$ cat config.mk
export PLATFORM = sky130hd
export DESIGN_NAME = rmq_queue
export DESIGN_NICKNAME = d
export VERILOG_FILES = /design/src/hw/rtl/rmq_pkg.sv /design/src/hw/rtl/rmq_queue.sv
export SDC_FILE = /design/constraint.sdc
export NUM_CORES = 1
export LEC_CHECK = 0
export BUFFER_PORTS_ARGS = -buffer_cell sky130_fd_sc_hd__buf_4
export CORE_UTILIZATION = 30
export CTS_CLUSTER_DIAMETER = 60
export DETAILED_ROUTE_END_ITERATION = 6
export PLACE_DENSITY = 0.52
export SYNTH_ARGS = -nofsm -noshare
export SYNTH_HDL_FRONTEND = slang
export SYNTH_SLANG_ARGS = --single-unit
$ cat constraint.sdc
create_clock -name clk -period 3.7 [get_ports clk]
set_input_delay 0.185 -clock clk [delete_from_list [all_inputs] [get_ports clk]]
set_output_delay 0.185 -clock clk [all_outputs]
set_load 0.01 [all_outputs]
$ cat src/hw/rtl/rmq_pkg.sv
// ---------------------------------------------------------------------------
// rmq_pkg
// Shared constants, axis codes, width helpers and the latency helper of the quaternion block.
// ---------------------------------------------------------------------------
package rmq_pkg;

  localparam int DATA_WIDTH_DEF = 16;
  localparam int FRAC_BITS_DEF  = 14;
  localparam int QUEUE_DEPTH    = 2;

  // Quaternion component slots; also names the component that takes the root.
  typedef enum logic [1:0] {
    AXIS_X = 2'd0,
    AXIS_Y = 2'd1,
    AXIS_Z = 2'd2,
    AXIS_W = 2'd3
  } axis_t;

  // Width of the non-negative radicand in fixed point.
  function automatic int rad_width(int dw, int fb);
    return ((dw > fb) ? dw : fb) + 3;
  endfunction

  // Bits of the square root of radicand << fb.
  function automatic int root_width(int dw, int fb);
    return (rad_width(dw, fb) + fb + 1) >> 1;
  endfunction

  // Width of one numerator: a sum or difference of two entries.
  function automatic int num_width(int dw);
    return dw + 1;
  endfunction

  // Width of one queued item: root slot, radicand, four numerators.
  function automatic int item_width(int dw, int fb);
    return 2 + rad_width(dw, fb) + 4 * num_width(dw);
  endfunction

  // Cycles from the accepting edge to the edge that takes the result.
  function automatic int latency(int dw, int fb);
    return 4 + root_width(dw, fb) + 2 * fb;
  endfunction

endpackage

$ cat src/hw/rtl/rmq_queue.sv
// ---------------------------------------------------------------------------
// rmq_queue
// Short register queue between the classifier and the arithmetic back end.
// ---------------------------------------------------------------------------
module rmq_queue #(
  parameter int IW = 8
) (
  input  logic          clk,
  input  logic          rst_n,
  input  logic          push,
  input  logic [IW-1:0] push_item,
  input  logic          pop,
  output logic          full,
  output logic          head_valid,
  output logic [IW-1:0] head_item
);
  import rmq_pkg::*;

  localparam int PTR_W = $clog2(QUEUE_DEPTH);
  localparam int CNT_W = $clog2(QUEUE_DEPTH + 1);

  logic [IW-1:0]    slot_r [QUEUE_DEPTH];
  logic [PTR_W-1:0] wr_ptr_r, rd_ptr_r;
  logic [CNT_W-1:0] cnt_r, cnt_nxt;
  logic             do_push, do_pop;

  assign full       = (cnt_r == CNT_W'(QUEUE_DEPTH));
  assign head_valid = (cnt_r != '0);
  assign head_item  = slot_r[rd_ptr_r];
  assign do_push    = push && !full;
  assign do_pop     = pop && head_valid;

  always_comb begin
    cnt_nxt = cnt_r;
    if (do_push && !do_pop) cnt_nxt = cnt_r + 1'b1;
    if (!do_push && do_pop) cnt_nxt = cnt_r - 1'b1;
  end

  always_ff @(posedge clk) begin
    if (!rst_n) begin
      wr_ptr_r <= '0;
      rd_ptr_r <= '0;
      cnt_r    <= '0;
    end else begin
      cnt_r <= cnt_nxt;
      if (do_push) wr_ptr_r <= PTR_W'((32'(wr_ptr_r) + 1) % QUEUE_DEPTH);
      if (do_pop)  rd_ptr_r <= PTR_W'((32'(rd_ptr_r) + 1) % QUEUE_DEPTH);
    end
  end

  always_ff @(posedge clk) begin
    if (do_push) slot_r[wr_ptr_r] <= push_item;
  end

endmodule

# Yosys cells after proc, flatten, opt, wreduce, memory -nomap -nowiden
# Memories as Yosys holds them, arrays and structs flattened. A register that Yosys moved wholly into a read port is not among the register bits.
# Cells that the tools add are included.
dict set report word_totals {
  regBits 4
  ramBits 16
  inputBits 12
  out_inout_bits 10
  wordCells 24
  n_memories 1
}
# memory depth word_bits rd rd_clocked_by_memory_dff write_ports line
set memory_table {}
lappend memory_table {slot_r 2 8 1 1 1 rmq_queue.sv:22} ;# logic [IW-1:0] slot_r [QUEUE_DEPTH];
dict set report op_classes {
  add_sub_neg 4
  eq_ne 1
  muxes 6
  reduce_logical 9
}
# op count
set ops {}
lappend ops {{logical AND 1 bit} 4}
lappend ops {{2-to-1 mux 1 bit} 4}
lappend ops {{2-to-1 mux 2 bit} 2}
lappend ops {{nonzero test 2 bit} 2}
lappend ops {{zero test 1 bit} 3}
lappend ops {{adder 1 bit (second input constant)} 2}
lappend ops {{adder 2 x 1 -> 2 bit (second input constant)} 1}
lappend ops {{equality test 2 bit (second input constant)} 1}
lappend ops {{subtractor 2 x 1 -> 2 bit (second input constant)} 1}

# Logic depth before layout (Yosys ltp)
dict set report depth {
  word_depth 6
  depth_mapped 6
  ltp_nobuf 6
}

# Worst setup path before layout
# Ideal clock, no wire load.
dict set report synth_timing {
  kind {register to register}
  startpoint {reg cnt_r[0]}
  endpoint {reg cnt_r[1]}
  arrival_ps 1374
  required_ps 3630
  path_slack_ps 2256
  stages_incl_launch_ff 6
  n_path_buf 0
  period_less_slack_ps 1444
  path_cell_list {dfxtp_1 nand2b_2 nand2_1 ha_1 or3_1 a21oi_1}
}
dict set report synth_between {
  elab_chain_len 6
}
# item line
set synth_rtl {}
lappend synth_rtl {{start: declaration} rmq_queue.sv:24} ;# logic [CNT_W-1:0] cnt_r, cnt_nxt;
lappend synth_rtl {{start signal: assignment} rmq_queue.sv:45} ;# cnt_r <= cnt_nxt;
lappend synth_rtl {{equality test 2 bit} rmq_queue.sv:27} ;# assign full = (cnt_r == CNT_W'(QUEUE_DEPTH));
lappend synth_rtl {{zero test 1 bit} rmq_queue.sv:30} ;# assign do_push = push && !full;
lappend synth_rtl {{logical AND 1 bit} rmq_queue.sv:30}
lappend synth_rtl {{zero test 1 bit} rmq_queue.sv:36} ;# if (!do_push && do_pop) cnt_nxt = cnt_r - 1'b1;
lappend synth_rtl {{logical AND 1 bit} rmq_queue.sv:36}
lappend synth_rtl {{2-to-1 mux 2 bit or nonzero test 2 bit (tied branches)} --}
# Several ways; a longest one is shown, not always the timed one. The select of a mux whose other input is x is not followed.
# A chain may end at the register's enable or synchronous reset.

==> impl_summary.log <==
[metrics] I/O pin count: 22
[metrics] Area after DPL: 996 sq um
[metrics] CTS resizes: 0
[metrics] kind of start point of the critical path: register
[metrics] number of hold-slack violations in the final timing report: 0
[metrics] endpoint required time on the critical path: 3.51 ns
[metrics] post-detailed-route DRC marker count: 0
[metrics] worst-margin pin slew: 0.398 ns
[metrics] detailed-placement wirelength estimate: 872 microns
[metrics] worst setup path category: register to output port
[metrics] number of fillers in the final layout: 241
[metrics] hold path cells: 1
[metrics] leading cell types in the layout, fill and taps excluded: 21 x buf_4, 16 x edfxtp_1, 8 x mux2_2
[metrics] unrepaired setup endpoints after global routing: no
[metrics] power density cells: 657 mW/mm^2
[metrics] Final Critical Period: 1.58 ns
[metrics] Worst path top cell family by delay: flip-flops
[metrics] Root Driver: clkbuf_4
[metrics] worst ir drop on vdd: 0.000433 V
[metrics] Clock Sinks: 21
[metrics] status: finished, final reports clean
[metrics] die area: 0.00289 sq mm
[metrics] initial core utilization: 32.2%
[metrics] final number of max-transition violations: 0
[metrics] hold-critical path endpoint: slot_r[1][4]$_DFFE_PP_
[metrics] leakage: 0.000410 uW
[metrics] number of buffers inserted during clock tree synthesis: 3
[metrics] Floorplan Core Area: 0.00250 sq mm
[metrics] number of antenna violations at the first check in global routing: 0
[metrics] smallest setup slack after layout: 2.12 ns
[metrics] R2R Path End: cnt_r[1]$_SDFFE_PN0P_
[metrics] H-tree Lvls: 1
[metrics] Setup Total Neg Slack: 0 ns
[metrics] CTS tree: built
[metrics] Crit path arrival time: 1.39 ns
[metrics] sequential-to-total area share from yosys stat: 72.2%
[metrics] routed wire length: 1.22 mm
[metrics] total nets after synthesis: 65
[metrics] dpl ws: 2.17 ns
[metrics] largest stage delay on the critical path: 0.56 ns
[metrics] Setup violations, final: 0
[metrics] Clock Pin Slew Worst Setup and Hold Paths: 0.11 ns
[metrics] Die W: 53.8 microns
[metrics] hold path start: push_item[4]
[metrics] 1st-iter DRT viols: 3
[metrics] die span in y: 53.8 microns
[metrics] max-cap violation count: 0
[metrics] wire length of the first global-routing pass: 1.92 mm
[metrics] via count: 460
[metrics] register-to-register setup slack: 2.16 ns
[metrics] Yosys reg bits: 21
[metrics] layout cells sized above 1: 46.1%
[metrics] area added between synthesis and finish: 27.1%
[metrics] maximum number of buffers from clock root to sink: 2
[metrics] overflow left after global routing: 0
[metrics] most common cell after layout, fill and taps aside: buf_4
[metrics] post-route standard cell area excluding fillers: 0.00102 sq mm
[metrics] worst clock skew on the final layout: 0.00340 ns
[metrics] count of mapped cells out of synthesis: 52
[metrics] slowest cell on the critical path: dfxtp_1
[metrics] series of cell instances along the critical path: mux2_2, buf_4
[metrics] wire length per cell after detailed routing: 11.5 microns
[metrics] count of cell types in the netlist: 18
[metrics] area of the mapped netlist: 805 sq um
[metrics] buffers and inverters on the worst path: 1
[metrics] Placement Rows: 18
[metrics] count of buffers from port buffering: 21
[metrics] total iterations of the first detailed-routing run: 2
[metrics] warnings from Yosys: 0
[metrics] worst reg-to-reg path cell count: 5
[metrics] period utilization: 42.6%
[metrics] via density per instance: 4.34
[metrics] number of buffers inserted to repair setup after CTS: 0
[metrics] Crit. End Element: output port
[metrics] Placer Congestion: 0.654
[metrics] final-stage net count: 90
[metrics] insertion delay of the later-clocked pin in the worst-skew pair: 0.30 ns
[metrics] GRT Total Usage: 9.78%
[metrics] via count of the first global-routing pass: 443
[metrics] type of the tightest min-delay check: input port to register
[metrics] Slew HR: 73.5%
[metrics] hold buffer count at cts: 0
[metrics] largest net degree at the start of global routing: 12
[metrics] Overall Power: 672 uW
[metrics] synthesized area per cell: 15.5 sq um
[metrics] highest fanout seen on the critical path: 8
[metrics] Inserted Diodes: 0
[metrics] Reg-to-Reg Start: cnt_r[0]$_SDFFE_PN0P_
[metrics] fmax: 0.634 GHz
[metrics] final hold slack: 0.0657 ns
[metrics] Antenna Violating Nets Remaining: 0
[where the power goes]
group	switching, uW	internal (uW)	leakage (uW)	total, uW
sequential	33.9	303	0.000191	337
combinational	96.2	133	0.000204	229
clock	63.6	42.0	0.0000150	106
[synthesized netlist by cell type]
master / instances / area (sq um)
edfxtp_1: 16 / 480
mux2_2: 8 / 90.1
dfxtp_1: 5 / 100
inv_1: 3 / 11.3
nor2_1: 3 / 11.3
a21oi_1: 2 / 10.0
o21ai_0: 2 / 10.0
or3_1: 2 / 12.5
xnor2_1: 2 / 17.5
and3_1: 1 / 6.26
clkbuf_1: 1 / 3.75
ha_1: 1 / 12.5
inv_2: 1 / 3.75
nand2_1: 1 / 3.75
nand2b_2: 1 / 8.76
o21a_1: 1 / 7.51
or2_2: 1 / 6.26
xor2_1: 1 / 8.76
[cell families after synthesis]
logic type | Yosys count | share of synthesized area (%)
xor gates and xnor gates | 3 | 3.27
adders and majority gates | 1 | 1.55
DFF | 21 | 72.2
AOI/OAI and AO/OA | 5 | 3.42
and+or+nand+nor | 9 | 6.07
buffers and inverters | 5 | 2.33
muxes | 8 | 11.2
[cell type report]
| class | count | area (sq um) | area share, % |
|---|---|---|---|
| repair buffers | 21 | 158 | 15.4 |
| multi-input cells | 26 | 205 | 20.1 |
| clock buffers | 4 | 26.3 | 2.57 |
| well taps | 30 | 37.5 | 3.67 |
| flip-flops and latches | 21 | 581 | 56.8 |
| inverters | 4 | 15.0 | 1.47 |
[sequential cells by signal (all words and copies together), names as in the netlist, named ones only]
| name | count |
|---|---|
| slot_r | 16 |
| wr_ptr_r | 1 |
| cnt_r | 2 |
| rd_ptr_r | 1 |
[per-layer routing]
metal  share of wire [%]  GRT usage [%]
met2                  48           15.4
met4                 1.1           5.26
met5                   0              0
met3                 8.1           3.11
met1                  43           11.8
[worst max-delay path by stage]
stage / endpoint / slack (ns) / cells after the start
2_1_floorplan: cnt_r[1]$_SDFFE_PN0P_ / 2.26 / 5
3_3_place_gp: cnt_r[1]$_SDFFE_PN0P_ / 2.21 / 5
3_5_place_dp: cnt_r[1]$_SDFFE_PN0P_ / 2.17 / 5
4_1_cts: head_item[7] / 2.08 / 2
5_1_grt: head_item[1] / 2.03 / 2
6_report: head_item[1] / 2.12 / 2
[worst register-to-register path, delay by kind of cell (launching register included)]
family                   cells  cell delay (ns)
AND/OR/NAND/NOR              3             0.60
flip-flops                   1             0.42
adder cells (fa/ha/maj)      1             0.32
AO/OA/AOI/OAI                1             0.15
[per-stage QoR]
| step | instances | utilization [%] |
|---|---|---|
| after global placement | 102 | 39.8 |
| after CTS | 106 | 40.9 |
| after global routing | 106 | 40.9 |
| after detailed placement | 102 | 39.8 |
| final | 106 | 40.9 |
| after floorplan | 52 | - |
(Power assumes the default switching activity.)
